$ cat src/srtf_pkg.sv
// Shared types and constants for the shortest-remaining-time-first scheduler.
// Used by every module under src; depends on nothing else.
package srtf_pkg;

  localparam int unsigned PC_W = 5;

  localparam logic ACT_LOAD = 1'b0;
  localparam logic ACT_TICK = 1'b1;

  typedef struct packed {
    logic        action;
    logic [3:0]  entry_index;
    logic [15:0] arr_time;
    logic [15:0] burst_length;
  } in_item_t;

  typedef struct packed {
    logic        busy_res;
    logic [3:0]  chosen_entry;
    logic [31:0] slot_start;
    logic        entry_finished;
    logic        all_done;
  } out_item_t;

  typedef enum logic [1:0] {
    ST_IDLE,
    ST_SCAN,
    ST_UPDATE
  } seq_state_t;

  // Control from the sequencer to the datapath.
  typedef struct packed {
    logic busy;
    logic rd_en;
    logic cmp_v;
    logic clr;
    logic upd;
  } seq_ctl_t;

endpackage

$ cat src/srtf_table.sv
// Entry table: arrival times and remaining times, one read port with registered data.
// Remaining times carry per-entry valid bits so an unwritten entry reads as zero.
// Depends on srtf_pkg.
module srtf_table
  import srtf_pkg::*;
#(
  parameter int unsigned MAX_ENTRIES = 16,
  parameter int unsigned IDX_W       = 4
) (
  input  logic             clk,
  input  logic             rst_n,
  input  logic             arr_we,
  input  logic             rem_we,
  input  logic [IDX_W-1:0] wr_idx,
  input  logic [15:0]      wr_arr,
  input  logic [15:0]      wr_rem,
  input  logic             rd_en,
  input  logic [IDX_W-1:0] rd_idx,
  output logic [15:0]      rd_arr,
  output logic [15:0]      rd_rem
);

  logic [15:0]            arr_mem [MAX_ENTRIES];
  logic [15:0]            rem_mem [MAX_ENTRIES];
  logic [MAX_ENTRIES-1:0] vld_r;
  logic [15:0]            arr_q_r;
  logic [15:0]            rem_q_r;
  logic                   vld_q_r;

  always_ff @(posedge clk) begin
    if (!rst_n) begin
      vld_r <= '0;
    end else if (rem_we) begin
      vld_r[wr_idx] <= 1'b1;
    end
  end

  always_ff @(posedge clk) begin
    if (arr_we) begin
      arr_mem[wr_idx] <= wr_arr;
    end
    if (rem_we) begin
      rem_mem[wr_idx] <= wr_rem;
    end
    if (rd_en) begin
      arr_q_r <= arr_mem[rd_idx];
      rem_q_r <= rem_mem[rd_idx];
      vld_q_r <= vld_r[rd_idx];
    end
  end

  assign rd_arr = arr_q_r;
  assign rd_rem = vld_q_r ? rem_q_r : 16'd0;

endmodule

$ cat src/srtf_cmp.sv
// Shared compare unit: takes one table entry per cycle and keeps the best candidate
// and the count of unfinished entries seen. Depends on srtf_pkg.
module srtf_cmp
  import srtf_pkg::*;
#(
  parameter int unsigned IDX_W = 4,
  parameter int unsigned CNT_W = 5
) (
  input  logic             clk,
  input  seq_ctl_t         ctl,
  input  logic [IDX_W-1:0] cmp_idx,
  input  logic [15:0]      cmp_arr,
  input  logic [15:0]      cmp_rem,
  input  logic [31:0]      cur_time,
  output logic             found,
  output logic [IDX_W-1:0] best_idx,
  output logic [15:0]      best_rem,
  output logic [CNT_W-1:0] live_cnt
);

  logic             found_r, found_nxt;
  logic [IDX_W-1:0] best_idx_r, best_idx_nxt;
  logic [15:0]      best_rem_r, best_rem_nxt;
  logic [15:0]      best_arr_r, best_arr_nxt;
  logic [CNT_W-1:0] live_r, live_nxt;
  logic             eligible;
  logic             better;

  always_comb begin
    eligible = (cmp_rem != 16'd0) && ({16'd0, cmp_arr} <= cur_time);
    better   = !found_r || (cmp_rem < best_rem_r) ||
               ((cmp_rem == best_rem_r) && (cmp_arr < best_arr_r));
    found_nxt    = found_r;
    best_idx_nxt = best_idx_r;
    best_rem_nxt = best_rem_r;
    best_arr_nxt = best_arr_r;
    live_nxt     = live_r;
    if (ctl.clr) begin
      found_nxt = 1'b0;
      live_nxt  = '0;
    end else if (ctl.cmp_v) begin
      if (cmp_rem != 16'd0) begin
        live_nxt = live_r + CNT_W'(1);
      end
      // Strict comparison keeps the lower index on a full tie.
      if (eligible && better) begin
        found_nxt    = 1'b1;
        best_idx_nxt = cmp_idx;
        best_rem_nxt = cmp_rem;
        best_arr_nxt = cmp_arr;
      end
    end
  end

  // The sequencer always clears before a scan, so no reset is needed here.
  always_ff @(posedge clk) begin
    found_r    <= found_nxt;
    best_idx_r <= best_idx_nxt;
    best_rem_r <= best_rem_nxt;
    best_arr_r <= best_arr_nxt;
    live_r     <= live_nxt;
  end

  assign found    = found_r;
  assign best_idx = best_idx_r;
  assign best_rem = best_rem_r;
  assign live_cnt = live_r;

endmodule

$ cat src/srtf_seq.sv
// Sequencer: accepts an item, walks the entries in use through the compare unit,
// then issues one update cycle. Depends on srtf_pkg.
module srtf_seq
  import srtf_pkg::*;
#(
  parameter int unsigned IDX_W = 4,
  parameter int unsigned CNT_W = 5
) (
  input  logic             clk,
  input  logic             rst_n,
  input  logic             start,
  input  logic [CNT_W-1:0] n_used,
  output seq_ctl_t         ctl,
  output logic [IDX_W-1:0] rd_addr,
  output logic [IDX_W-1:0] cmp_idx
);

  seq_state_t       state_r, state_nxt;
  logic [CNT_W-1:0] addr_r, addr_nxt;
  logic             rd_v_r;
  logic [IDX_W-1:0] rd_idx_r;
  logic             issue;

  assign issue = (state_r == ST_SCAN) && (addr_r < n_used);

  always_comb begin
    state_nxt = state_r;
    case (state_r)
      ST_IDLE: begin
        if (start) state_nxt = ST_SCAN;
      end
      ST_SCAN: begin
        // The last read returns during the final scan cycle.
        if (!issue) state_nxt = ST_UPDATE;
      end
      ST_UPDATE: state_nxt = ST_IDLE;
      default:   state_nxt = ST_IDLE;
    endcase
  end

  always_comb begin
    ctl.busy  = (state_r != ST_IDLE);
    ctl.rd_en = issue;
    ctl.cmp_v = rd_v_r;
    ctl.clr   = (state_r == ST_IDLE) && start;
    ctl.upd   = (state_r == ST_UPDATE);
    addr_nxt  = (state_r == ST_SCAN) ? (addr_r + CNT_W'(issue)) : '0;
  end

  always_ff @(posedge clk) begin
    if (!rst_n) begin
      state_r <= ST_IDLE;
      addr_r  <= '0;
      rd_v_r  <= 1'b0;
    end else begin
      state_r <= state_nxt;
      addr_r  <= addr_nxt;
      rd_v_r  <= issue;
    end
  end

  always_ff @(posedge clk) begin
    rd_idx_r <= addr_r[IDX_W-1:0];
  end

  assign rd_addr = addr_r[IDX_W-1:0];
  assign cmp_idx = rd_idx_r;

endmodule

$ cat src/srtf_scheduler_unit.sv
// Shortest-remaining-time-first scheduler, top level.
// Each item goes from acceptance to its result strobe through a scan of the n entries in use:
// the compare unit reads one table entry per cycle, then the update state writes the slot report.
// A new item may be accepted in the cycle its predecessor's result is shown; the receiver
// cannot stall. Synchronous active-low reset clears time, count, remaining times and control.
// Depends on srtf_pkg, srtf_seq, srtf_table and srtf_cmp.
module srtf_scheduler_unit
  import srtf_pkg::*;
#(
  parameter int unsigned MAX_ENTRIES = 16
) (
  input  logic            clk,
  input  logic            rst_n,
  input  logic            start,
  output logic            busy,
  input  in_item_t        in_data,
  output logic            out_valid,
  output out_item_t       out_data,
  input  logic            cfg_valid,
  output logic            cfg_ready,
  input  logic [PC_W-1:0] cfg_data
);

  localparam int unsigned IDX_W = $clog2(MAX_ENTRIES);
  localparam int unsigned CNT_W = $clog2(MAX_ENTRIES + 1);

  seq_ctl_t         ctl;
  logic [IDX_W-1:0] rd_addr;
  logic [IDX_W-1:0] cmp_idx;
  logic [15:0]      rd_arr;
  logic [15:0]      rd_rem;
  logic             found;
  logic [IDX_W-1:0] best_idx;
  logic [15:0]      best_rem;
  logic [CNT_W-1:0] live_cnt;

  logic [PC_W-1:0]  pc_r;
  logic [31:0]      time_r;
  logic             act_r;
  logic             out_valid_r;
  out_item_t        out_data_r;

  logic             accept;
  logic [31:0]      pc32;
  logic [31:0]      n32;
  logic [CNT_W-1:0] n_used;
  logic [31:0]      eidx32;
  logic             load_ok;
  logic             run;
  logic [15:0]      rem_dec;
  logic             fin;
  logic [31:0]      best32;
  logic             arr_we;
  logic             rem_we;
  logic [IDX_W-1:0] wr_idx;
  logic [15:0]      wr_rem;

  assign busy      = ctl.busy;
  assign accept    = start && !ctl.busy;
  // The entry count steers the scan, so it only changes between items.
  assign cfg_ready = !ctl.busy;

  always_comb begin
    pc32    = 32'(pc_r);
    n32     = (pc32 > MAX_ENTRIES) ? 32'(MAX_ENTRIES) : pc32;
    n_used  = n32[CNT_W-1:0];
    eidx32  = 32'(in_data.entry_index);
    load_ok = accept && (in_data.action == ACT_LOAD) && (eidx32 < MAX_ENTRIES);
    run     = ctl.upd && (act_r == ACT_TICK) && found;
    rem_dec = best_rem - 16'd1;
    fin     = run && (rem_dec == 16'd0);
    best32  = 32'(best_idx);
    // Loads write at acceptance; the tick's decrement writes in the update cycle.
    arr_we  = load_ok;
    rem_we  = load_ok || run;
    wr_idx  = run ? best_idx : eidx32[IDX_W-1:0];
    wr_rem  = run ? rem_dec : in_data.burst_length;
  end

  srtf_seq #(
    .IDX_W (IDX_W),
    .CNT_W (CNT_W)
  ) u_seq (
    .clk     (clk),
    .rst_n   (rst_n),
    .start   (start),
    .n_used  (n_used),
    .ctl     (ctl),
    .rd_addr (rd_addr),
    .cmp_idx (cmp_idx)
  );

  srtf_table #(
    .MAX_ENTRIES (MAX_ENTRIES),
    .IDX_W       (IDX_W)
  ) u_table (
    .clk    (clk),
    .rst_n  (rst_n),
    .arr_we (arr_we),
    .rem_we (rem_we),
    .wr_idx (wr_idx),
    .wr_arr (in_data.arr_time),
    .wr_rem (wr_rem),
    .rd_en  (ctl.rd_en),
    .rd_idx (rd_addr),
    .rd_arr (rd_arr),
    .rd_rem (rd_rem)
  );

  srtf_cmp #(
    .IDX_W (IDX_W),
    .CNT_W (CNT_W)
  ) u_cmp (
    .clk      (clk),
    .ctl      (ctl),
    .cmp_idx  (cmp_idx),
    .cmp_arr  (rd_arr),
    .cmp_rem  (rd_rem),
    .cur_time (time_r),
    .found    (found),
    .best_idx (best_idx),
    .best_rem (best_rem),
    .live_cnt (live_cnt)
  );

  always_ff @(posedge clk) begin
    if (!rst_n) begin
      pc_r        <= '0;
      time_r      <= '0;
      out_valid_r <= 1'b0;
    end else begin
      if (cfg_valid && cfg_ready) begin
        pc_r <= cfg_data;
      end
      if (ctl.upd && (act_r == ACT_TICK)) begin
        time_r <= time_r + 32'd1;
      end
      out_valid_r <= ctl.upd;
    end
  end

  always_ff @(posedge clk) begin
    if (accept) begin
      act_r <= in_data.action;
    end
    if (ctl.upd) begin
      out_data_r.busy_res       <= run;
      out_data_r.chosen_entry   <= run ? best32[3:0] : 4'd0;
      out_data_r.slot_start     <= time_r;
      out_data_r.entry_finished <= fin;
      // A finishing entry was counted as unfinished during the scan.
      out_data_r.all_done       <= (live_cnt == CNT_W'(fin));
    end
  end

  assign out_valid = out_valid_r;
  assign out_data  = out_data_r;

`ifndef SYNTHESIS
  a_result_when_idle: assert property (@(posedge clk) disable iff (!rst_n)
    out_valid |-> !busy)
    else $error("result strobe while the sequencer is busy");

  a_idle_result_clean: assert property (@(posedge clk) disable iff (!rst_n)
    (out_valid && !out_data.busy_res) |->
      (out_data.chosen_entry == 4'd0) && !out_data.entry_finished)
    else $error("idle result carries an entry or a finish flag");

  a_accept_goes_busy: assert property (@(posedge clk) disable iff (!rst_n)
    (start && !busy) |=> busy)
    else $error("accepted item did not start work");

  a_single_strobe: assert property (@(posedge clk) disable iff (!rst_n)
    out_valid |=> !out_valid)
    else $error("result strobe lasted more than one cycle");
`endif

endmodule

$ cat config.mk
export PLATFORM = sky130hd
export DESIGN_NAME = srtf_scheduler_unit
export DESIGN_NICKNAME = d
export VERILOG_FILES = /design/src/srtf_pkg.sv /design/src/srtf_table.sv /design/src/srtf_cmp.sv /design/src/srtf_seq.sv /design/src/srtf_scheduler_unit.sv
export SDC_FILE = /design/constraint.sdc
export NUM_CORES = 1
export LEC_CHECK = 0
export ABC_AREA = 1
export BUFFER_PORTS_ARGS = -buffer_cell sky130_fd_sc_hd__buf_2
export CAP_MARGIN = 20
export CORE_MARGIN = 5
export CORE_UTILIZATION = 25
export CTS_BUF_LIST = sky130_fd_sc_hd__clkbuf_8
export CTS_CLUSTER_SIZE = 25
export DETAILED_ROUTE_END_ITERATION = 16
export GPL_ROUTABILITY_DRIVEN = 0
export PLACE_DENSITY = 0.46
export SLEW_MARGIN = 15
export SYNTH_ARGS = -nofsm -noshare
export SYNTH_HDL_FRONTEND = slang
export SYNTH_SLANG_ARGS = --single-unit
$ cat constraint.sdc
create_clock -name clk -period 5.1 [get_ports clk]
set_input_delay 0.255 -clock clk [delete_from_list [all_inputs] [get_ports clk]]
set_output_delay 0.255 -clock clk [all_outputs]
set_load 0.01 [all_outputs]
==> run summary, run 1 <==
Port Buffers -> 87
Sw Share -> 23.5%
routed vias/inst -> 4.56
WS Path Type -> reg -> reg
number of global-route vias before repair -> 18600
sw power -> 2.65 mW
Post-DP HPWL -> 47200 µm
post-synth top area share -> 65.5%
status -> finished clean
fmax -> 255 MHz
RSZ-0062 raised after global routing -> false
Post-Route WL -> 82500 µm
Syn Std Cell Area -> 28500 µm²
crit-path max FO -> 36
Hold Worst Slack -> 0.0521 ns
largest net degree at the start of global routing -> 196
most common cell in the synthesized netlist -> edfxtp_1
Hold Fails Final Rpt -> 0
htree depth -> 3
Slew HR -> 28.6%
placed insts -> 3920
yosys warns -> 0
clk sinks -> 693
antenna viol nets, final -> 0
initial core utilization -> 25.2%
HP Class -> in -> reg
syn nets -> 2508
CP max stage delay -> 0.78 ns
max cap viols -> 0
LEAKAGE -> 11.5 nW
IO Pins -> 88
reg2reg path depth -> 13
ys async rst share -> 0%
Initial DRT Pass Iterations -> 5
CP dominant cell by count -> inv_2
# setup viols final -> 0
Final nets -> 2671
Hold Crit Depth -> 3
delay-heaviest family, CP -> buffers and inverters
die area -> 121000 µm²
Placeable Area -> 113000 µm²
CTS Buffer Depth -> 3
Tcrit/Tclk final -> 76.9%
Reg power frac -> 56.1%
initial antenna violation count -> 5
Area Growth Syn to Fin -> 16.7%
hold path start -> in_data[14]
post-synth cell types -> 43
first-pass GRT wire length -> 122000 µm
Non-Filler Instances -> 4160
clk slew on worst S/H paths -> 0.07 ns
Combinational Power Share -> 4.8%
Slew Limit Fails -> 0
height of the chip -> 347 µm
final setup TNS -> 0 ns
flop2flop setup slack -> 1.18 ns
crit start category -> flip-flop
later-pin clock latency in the skew report -> 0.74 ns
Rows -> 123
FF-to-FF Start -> u_seq.state_r[1]$_SDFFE_PN0P_
internal power -> 8.64 mW
GRT Util Overall -> 13.2%
Tightest Pin Transition -> 1.07 ns
register area share after synthesis -> 70.6%
Synth area leaders -> edfxtp_1, o21ai_0, dfxtp_1
synthesized instance count -> 2405
CP Cell Sequence -> inv_2, nor2_4, nand2_2, nor2_2, inv_2, nor2_2, a21oi_2, inv_2, nand2_1, nor2_1, nand2_1, inv_1, buf_4
DRC Markers -> 0
cell type with the largest total area after synthesis -> edfxtp_1
slowest CP cell -> inv_1
Mean Syn Cell Area -> 11.8 µm²
Synth Register Bits -> 693
Worst setup EP type -> flip-flop
Final Critical Period -> 3.92 ns
vias -> 19000
Clk pwr share -> 39.2%
CTS Buf Count -> 110
Critical Path AT -> 4.35 ns
Overflow after GRT -> 0
layout cells sized above 1 -> 12.4%
capturing point of the worst reg2reg path -> u_table.rem_mem[5][3]$_DFFE_PP_
Worst Hold Path EP -> u_table.rem_mem[10][14]$_DFFE_PP_
list of most frequent post-synthesis cells -> edfxtp_1, nor2_1, o21ai_0
per-cell routed wire length -> 19.8 µm
Die Wd -> 347 µm
CP bufs+invs -> 5
TritonCTS clock tree -> done
Req. time, crit path -> 5.53 ns
clock root buffer -> clkbuf_8
Power per Cell Area -> 340 nW/µm²
initial DRC count -> 1354
top_reg_cell synth -> edfxtp_1
number of synthesized flops with an enable pin -> 621
Worst VDD drop -> 0.000194 V
worst clock skew -> 0.0386 ns
flip-flops by register name (all words and copies together) (netlist names), 16 cells and up:
name,cells
time_r,32
u_table.rd_arr,16
u_table.arr_mem,256
out_data,39
u_table.rem_q_r,16
u_table.vld_r,16
u_table.rem_mem,256
u_cmp.best_arr_r,16
u_cmp.best_rem,16
final cells by class:
class,instances,area (µm²)
diodes,4,10.0
clock buffers,116,1600
clock inverters,84,422
fillers,11600,79600
inverters,158,607
multi-input cells,1436,7440
flip-flops and latches,693,20100
well taps,1500,1880
repair buffers,169,1180
cell families after synthesis:
family / share of synthesized area (%)
simple gates: 12.1
flops: 70.6
fa+ha+maj: 2.50
buf+inv: 3.68
xor+xnor: 0.338
compound gates: 10.9
cell usage in the layout, fill, tap and decap left out, types with 14 or more instances in the layout:
master,count
o21ai_0,302
nor2_1,370
a21oi_1,74
o22ai_1,75
nor3_1,25
dfxtp_1,69
clkinv_1,21
buf_2,87
o221ai_1,54
ha_1,57
dlygate4sd3_1,34
nand3_1,89
nand2_1,271
edfxtp_1,621
nand4_1,22
nor3_2,17
o211ai_1,14
inv_1,186
clkbuf_8,116
clkinv_2,17
buf_4,45
layer usage:
metal | wire length (µm) | vias up | GRT usage [%]
met3 | 4650 | 111 | 2.25
li1 | - | 9015 | -
met2 | 38800 | 534 | 21.6
met1 | 37200 | 9323 | 18.0
met4 | 1760 | 2 | 4.00
met5 | 12 | - | 0
how the worst max path moves through the flow:
| stage | startpoint | to | slack [ns] | depth (start not counted) |
|---|---|---|---|---|
| floorplan | pc_r[0]$_SDFFE_PN0P_ | u_seq.addr_r[4]$_SDFF_PN0_ | 1.33 | 12 |
| global placement | u_seq.state_r[1]$_SDFFE_PN0P_ | u_table.rem_mem[5][3]$_DFFE_PP_ | 1.25 | 13 |
| detailed placement | u_seq.state_r[1]$_SDFFE_PN0P_ | u_table.rem_mem[5][15]$_DFFE_PP_ | 1.17 | 13 |
| CTS | u_seq.state_r[1]$_SDFFE_PN0P_ | u_table.rem_mem[5][3]$_DFFE_PP_ | 1.14 | 13 |
| global route | u_seq.state_r[1]$_SDFFE_PN0P_ | u_table.rem_mem[5][3]$_DFFE_PP_ | 0.87 | 13 |
| finish | u_seq.state_r[1]$_SDFFE_PN0P_ | u_table.rem_mem[5][3]$_DFFE_PP_ | 1.18 | 13 |
repair_timing:
item,CTS,global route
hold buffers,34,0
hold endpoints to repair,271,0
resized for setup,0,0
setup buffers,0,0
through the flow:
| step | cell area, µm² | worst slack, ns | power [mW] | util [%] |
|---|---|---|---|---|
| final | 33200 | 1.18 | 11.3 | 29.5 |
| after global routing | 33200 | 0.872 | 11.8 | 29.5 |
| after CTS | 33200 | 1.14 | 11.4 | 29.4 |
| after detailed placement | 30800 | 1.17 | 6.96 | 27.3 |
| after global placement | 30800 | 1.25 | 6.96 | 27.3 |
| after floorplan | 28500 | 1.33 | 6.72 | - |
worst min-delay path: stages:
cell     delay, ns
buf_2         0.12
nand2_1       0.07
o21ai_1       0.13
power by group through the flow:
stage	logic, mW	registers, mW	clock network, mW
floorplan	0.293	6.43	0
global placement	0.511	6.45	0
detailed placement	0.511	6.45	0
CTS	0.541	6.33	4.56
global route	0.601	6.33	4.83
finish	0.538	6.33	4.42
(Power assumes the default switching activity.)
==> inputs of run 2 (changes only) <==
Settings changed: ABC_AREA 1 to 0.
Clock period 5.1 ns to 3.7 ns, I/O delays scaled along.
==> run 2 against run 1 <==
Net effect:
- die area is 2.4% lower
- first-iteration DRC count is 32% lower
- total power is 32% higher
- critical path depth is 5 lower
- area after synthesis is 2.4% lower
- non-clock buffer count is 16 higher
- synthesized cell count is 38% lower
- clock skew is 0.028 ns higher
- sequential share of layout area is 0.83 points higher
- fmax is 23% higher
- sequential power is 37% higher
- register-to-register slack worse by 0.67 ns
==> run summary, run 2 <==
status -> finished clean
CTS Buffer Depth -> 3 (unchanged)
Req. time, crit path -> 4.11 ns (-1.42 ns)
most common cell in the synthesized netlist -> edfxtp_1
post-synth top area share -> 67.1% (+1.6 points)
Tcrit/Tclk final -> 86.2% (+9.3 points)
LEAKAGE -> 10.7 nW (-6.5%)
flop2flop setup slack -> 0.51 ns (-0.67 ns)
Rows -> 122 (-0.81%)
TritonCTS clock tree -> done
initial core utilization -> 25.1% (-0.10 points)
Hold Fails Final Rpt -> 0 (unchanged)
crit start category -> flip-flop
Area Growth Syn to Fin -> 18.0%
vias -> 14400 (-24%)
number of synthesized flops with an enable pin -> 621 (unchanged)
Power per Cell Area -> 455 nW/µm² (+34%)
top_reg_cell synth -> edfxtp_1
clk sinks -> 693 (unchanged)
antenna viol nets, final -> 0 (unchanged)
RSZ-0062 raised after global routing -> false
placed cell area -> 30500 µm² (-1.1%)
dpl ws -> 0.513 ns (-0.652 ns)
worst clock skew -> 0.0661 ns (+0.0275 ns)
Post-DP HPWL -> 42400 µm (-10%)
CTS Buf Count -> 109 (-0.91%)
Synth Register Bits -> 693 (unchanged)
ys async rst share -> 0% (unchanged)
crit-path max FO -> 36 (unchanged)
Final WS setup -> 0.511 ns (-0.668 ns)
Post-Route WL -> 66900 µm (-19%)
initial DRC count -> 927 (-32%)
DRC Markers -> 0 (unchanged)
initial antenna violation count -> 8 (+3)
Overflow after GRT -> 0 (unchanged)
# setup viols final -> 0 (unchanged)
cell type with the largest total area after synthesis -> edfxtp_1
syn nets -> 1597 (-36%)
final setup TNS -> 0 ns (unchanged)
routed vias/inst -> 4.34 (-4.9%)
IO Pins -> 88 (unchanged)
list of most frequent post-synthesis cells -> edfxtp_1, mux4_2, dfxtp_1
synthesized instance count -> 1494 (-38%)
first-pass GRT wire length -> 99800 µm (-18%)
htree depth -> 3 (unchanged)
Port Buffers -> 87 (unchanged)
Design Power -> 14.9 mW (+32%)
Synth area leaders -> edfxtp_1, mux4_2, dfxtp_1
HP Class -> in -> reg
largest net degree at the start of global routing -> 118 (-40%)
commonest non-fill, non-tap cells in the layout -> edfxtp_1, mux4_2, inv_1, clkbuf_8, buf_2
Placeable Area -> 111000 µm² (-2.0%)
per-cell routed wire length -> 20.2 µm (+2.0%)
Slew HR -> 28.1% (-0.50 points)
Final Critical Period -> 3.19 ns (-0.732 ns)
post-CTS sizing -> 0 (unchanged)
max cap viols -> 0 (unchanged)
clock root buffer -> clkbuf_8
Final Cell Area -> 32800 µm² (-1.3%)
fmax -> 314 MHz (+23%)
height of the chip -> 343 µm (-1.2%)
Slew Limit Fails -> 0 (unchanged)
Die Wd -> 343 µm (-1.2%)
Critical Path AT -> 3.60 ns (-0.75 ns)
later-pin clock latency in the skew report -> 0.74 ns (about the same)
die area -> 118000 µm² (-2.4%)
Fillers -> 11000 (-5.7%)
register area share after synthesis -> 72.3% (+1.8 points)
most common cell after layout, fill and taps aside -> edfxtp_1
Initial DRT Pass Iterations -> 5 (unchanged)
Worst VDD drop -> 0.000243 V (+26%)
Tightest Pin Transition -> 1.08 ns (+0.00754 ns)
Syn Std Cell Area -> 27800 µm² (-2.4%)
post-synth cell types -> 61 (+42%)
Worst setup EP type -> flip-flop
Final nets -> 1833 (-31%)
GRT Util Overall -> 11.3% (-1.9 points)
clk slew on worst S/H paths -> 0.06 ns (about the same)
WS Path Type -> reg -> reg
layout cells sized above 1 -> 27.1% (+15 points)
Mean Syn Cell Area -> 18.6 µm² (+57%)
number of global-route vias before repair -> 15200 (-18%)
yosys warns -> 0 (unchanged)
-- run 2: cell count changes after synthesis, sizes merged, moves of 75 or more --
cell	before	now
inv	156	63
mux4	0	165
nand2	276	41
nand3	91	14
nor2	382	64
o21ai	309	28
o22ai	75	0
-- run 2: cells by family (layout without fill, tap and decap cells) --
group / after synthesis / after routing / share of synthesized area (%)
compound gates: 116 / 116 / 2.77
flops: 693 / 693 / 72.3
buf+inv: 124 / 447 / 1.75
other cells: 0 / 5 / 0
mux: 170 / 170 / 13.6
xor+xnor: 46 / 46 / 1.45
simple gates: 288 / 288 / 5.60
fa+ha+maj: 57 / 57 / 2.57
-- run 2: worst max-delay path: stages, from the launching register on --
cell and delay, ns:
edfxtp_1 0.59, and2_1 0.28, ha_1 0.29, and4b_1 0.21, nand4_1 0.09, or4_1 0.48, a211o_1 0.32, a311oi_4 0.34
buf_12 0.27
-- run 2: metrics by stage --
step | std cells | hold slack (ns) | utilization [%]
4_1_cts | 3301 | 0.00718 | 29.6
3_5_place_dp | 3071 | 0.389 | 27.6
6_report | 3310 | 0.0761 | 29.7
3_3_place_gp | 3069 | 0.387 | 27.5
2_1_floorplan | 1494 | 0.284 | -
5_1_grt | 3306 | 0.0474 | 29.7
-- run 2: final cells by class --
type                            instances  area (µm²)  share of cell area (%)
Clock buffer                          112        1540                    4.70
Tap cell                             1488        1860                    5.68
Clock inverter                         86         384                    1.17
Inverter                               64         240                   0.733
Multi-Input combinational cell        677        7320                    22.3
Timing Repair Buffer                  185        1330                    4.06
Sequential cell                       693       20100                    61.3
Antenna cell                            5        12.5                  0.0382
-- run 2: worst paths after layout --
kind	startpoint	to	cells past startpoint
hold / removal	in_data[1]	u_table.rem_mem[1][1]$_DFFE_PP_	4
setup reg to reg	u_table.vld_q_r$_DFFE_PN_	u_cmp.best_arr_r[2]$_DFFE_PP_	8
setup / recovery	u_table.vld_q_r$_DFFE_PN_	u_cmp.best_arr_r[2]$_DFFE_PP_	8
hold reg to reg	u_seq.cmp_idx[1]$_DFF_P_	u_cmp.best_idx[1]$_DFFE_PP_	0
-- run 2: report_power, final --
part           leakage (nW)  internal (mW)  switching [mW]
clock                  1.20           2.81            2.93
combinational          3.29          0.190           0.316
sequential             6.24           8.60          0.0523
-- run 2: routing by layer --
| layer | global-route usage, % | routed length (µm) | vias up |
|---|---|---|---|
| met5 | 0 | 8 | - |
| met4 | 3.42 | 1250 | 2 |
| met2 | 18.3 | 31500 | 349 |
| met1 | 15.6 | 30400 | 7473 |
| li1 | - | - | 6457 |
| met3 | 2.14 | 3740 | 85 |
-- run 2: timing repair --
item | 4_1_cts | 5_1_grt
endpoints found under the hold margin | 337 | 0
buffers inserted | 0 | 0
hold buffers | 32 | 0
==> inputs of run 3 (changes only) <==
Settings changed: CELL_PAD_IN_SITES_DETAIL_PLACEMENT set to 1, CELL_PAD_IN_SITES_GLOBAL_PLACEMENT set to 1, PLACE_DENSITY 0.46 to 0.5.
==> run 3 against run 2 <==
Net effect:
- setup slack got worse by 0.082 ns
- register-to-register slack got worse by 0.08 ns
- non-clock buffer count increased by 7
- wire length up 7.9%
- hold slack hardly changed
- first-iteration DRC count decreased by 22%
==> run summary, run 3 (same netlist as run 2, synthesis figures left out) <==
initial core utilization -> 25.1% (unchanged)
CTS Buf Count -> 110 (+0.92%)
vias -> 14600 (+1.8%)
WS Path Type -> reg -> reg
largest net degree at the start of global routing -> 136 (+15%)
Hold Fails Final Rpt -> 0 (unchanged)
Post-DP HPWL -> 43600 µm (+2.9%)
dpl ws -> 0.426 ns (-0.0871 ns)
most common cell after layout, fill and taps aside -> edfxtp_1
crit start category -> flip-flop
CP Cell Sequence -> and2_1, ha_1, and4b_1, nand4_1, or4_1, a211o_1, a311oi_4, buf_4
worst clock skew -> 0.0469 ns (-0.0192 ns)
initial antenna violation count -> 10 (+2)
Rows -> 122 (unchanged)
final setup TNS -> 0 ns (unchanged)
layout cells sized above 1 -> 27.5% (+0.39 points)
clk slew on worst S/H paths -> 0.07 ns (about the same)
CP max stage delay -> 0.60 ns (about the same)
Port Buffers -> 87 (unchanged)
status -> finished clean
die area -> 118000 µm² (unchanged)
Hold Worst Slack -> 0.0766 ns (+0.000484 ns)
CP bufs+invs -> 1 (unchanged)
FF-to-FF Start -> u_table.vld_q_r$_DFFE_PN_
Slew Limit Fails -> 0 (unchanged)
Tightest Pin Transition -> 1.05 ns (-0.0325 ns)
CTS Buffer Depth -> 3 (unchanged)
fmax -> 306 MHz (-2.5%)
Overflow after GRT -> 0 (unchanged)
RSZ-0062 raised after global routing -> false
htree depth -> 3 (unchanged)
Tcrit/Tclk final -> 88.4% (+2.2 points)
slowest CP cell -> edfxtp_1
per-cell routed wire length -> 21.7 µm (+7.4%)
TritonCTS clock tree -> done
Final nets -> 1841 (+0.44%)
reg2reg path depth -> 8 (unchanged)
Die Wd -> 343 µm (unchanged)
flop2flop setup slack -> 0.43 ns (-0.08 ns)
CP Depth -> 8 (unchanged)
LEAKAGE -> 10.7 nW (about the same)
Slew HR -> 30.3% (+2.2 points)
Post-Route WL -> 72200 µm (+7.9%)
# setup viols final -> 0 (unchanged)
capturing point of the worst reg2reg path -> u_cmp.best_arr_r[5]$_DFFE_PP_
delay-heaviest family, CP -> simple AND/OR/NAND/NOR gates
GRT Util Overall -> 12.1% (+0.82 points)
antenna viol nets, final -> 0 (unchanged)
Critical path origin -> u_table.vld_q_r$_DFFE_PN_
IO Pins -> 88 (unchanged)
height of the chip -> 343 µm (unchanged)
number of global-route vias before repair -> 16000 (+5.3%)
crit-path max FO -> 20 (-44%)
clk sinks -> 693 (unchanged)
commonest non-fill, non-tap cells in the layout -> edfxtp_1, mux4_2, clkbuf_8, inv_1, buf_2
routed vias/inst -> 4.40 (+1.3%)
post-CTS setup buffers -> 0 (unchanged)
Critical Path AT -> 3.66 ns (+0.06 ns)
Critical Path End -> u_cmp.best_arr_r[5]$_DFFE_PP_
Req. time, crit path -> 4.09 ns (-0.02 ns)
Worst VDD drop -> 0.000290 V (+19%)
Placeable Area -> 111000 µm² (unchanged)
Final Critical Period -> 3.27 ns (+0.0818 ns)
Worst setup EP type -> flip-flop
later-pin clock latency in the skew report -> 0.73 ns (about the same)
first-pass GRT wire length -> 106000 µm (+6.3%)
Final WS setup -> 0.430 ns (-0.0818 ns)
HP Class -> in -> reg
max cap viols -> 0 (unchanged)
Initial DRT Pass Iterations -> 5 (unchanged)
Power per Cell Area -> 464 nW/µm² (+2.0%)
Area Growth Syn to Fin -> 18.5%
clock root buffer -> clkbuf_8
DRC Markers -> 0 (unchanged)
initial DRC count -> 725 (-22%)
[run 3: changes by cell type in the layout (fill, tap and decap cells not counted), sizes merged, moves of 3 or more]
cell | previous run | this run
inv | 123 | 107
clkinv | 27 | 42
dlygate4sd3 | 32 | 36
buf | 153 | 156
clkbuf | 112 | 115
clkinvlp | 0 | 3
[run 3: stage by stage]
stage	utilization [%]	total power [mW]	cells	instance area (µm²)
6_report	29.8	15.3	3324	32900
5_1_grt	29.8	15.9	3323	32900
4_1_cts	29.8	15.5	3319	32900
3_5_place_dp	27.6	9.32	3078	30500
3_3_place_gp	27.6	9.29	3078	30500
2_1_floorplan	-	9.05	1494	27800
[run 3: how the worst min path moves through the flow]
stage,from,cells after the start,slack [ns],end
after detailed placement,u_seq.cmp_idx[0]$_DFF_P_,0,0.39,u_cmp.best_idx[0]$_DFFE_PP_
after floorplan,in_data[36],0,0.28,act_r$_DFFE_PP_
final,in_data[1],4,0.08,u_table.rem_mem[6][1]$_DFFE_PP_
after global routing,in_data[7],4,0.06,u_table.rem_mem[6][7]$_DFFE_PP_
after global placement,u_seq.cmp_idx[1]$_DFF_P_,0,0.39,u_cmp.best_idx[1]$_DFFE_PP_
after CTS,in_data[7],4,0.0001,u_table.rem_mem[1][7]$_DFFE_PP_
[run 3: per-layer routing]
| metal | part of all wire (%) | track usage (%) | wire length (µm) |
|---|---|---|---|
| met2 | 49 | 20.6 | 35700 |
| met5 | 0.057 | 0 | 41 |
| met1 | 44 | 15.9 | 31900 |
| met4 | 2.1 | 3.88 | 1520 |
| met3 | 4.3 | 2.15 | 3090 |
[run 3: power by group]
part,leakage (nW),internal [mW],switching (mW)
combinational,3.30,0.199,0.324
clock,1.19,3.02,3.07
sequential,6.24,8.60,0.0467
[run 3: what timing repair did]
item / CTS / global route
hold buffers: 36 / 0
hold endpoints to repair: 378 / 0
gates resized for setup: 0 / 0
[run 3: worst min-delay path, stage by stage]
cell	delay [ns]
buf_2	0.10
nand2_1	0.05
o21ai_0	0.08
buf_4	0.21
[run 3: final cells by class]
class / count / area [µm²]
antenna: 5 / 12.5
clock buffer: 115 / 1580
tap: 1488 / 1860
multi-input combinational: 677 / 7340
clock inverter: 90 / 452
fill: 11500 / 77600
inverter: 64 / 240
sequential: 693 / 20100
timing repair buffer: 192 / 1340
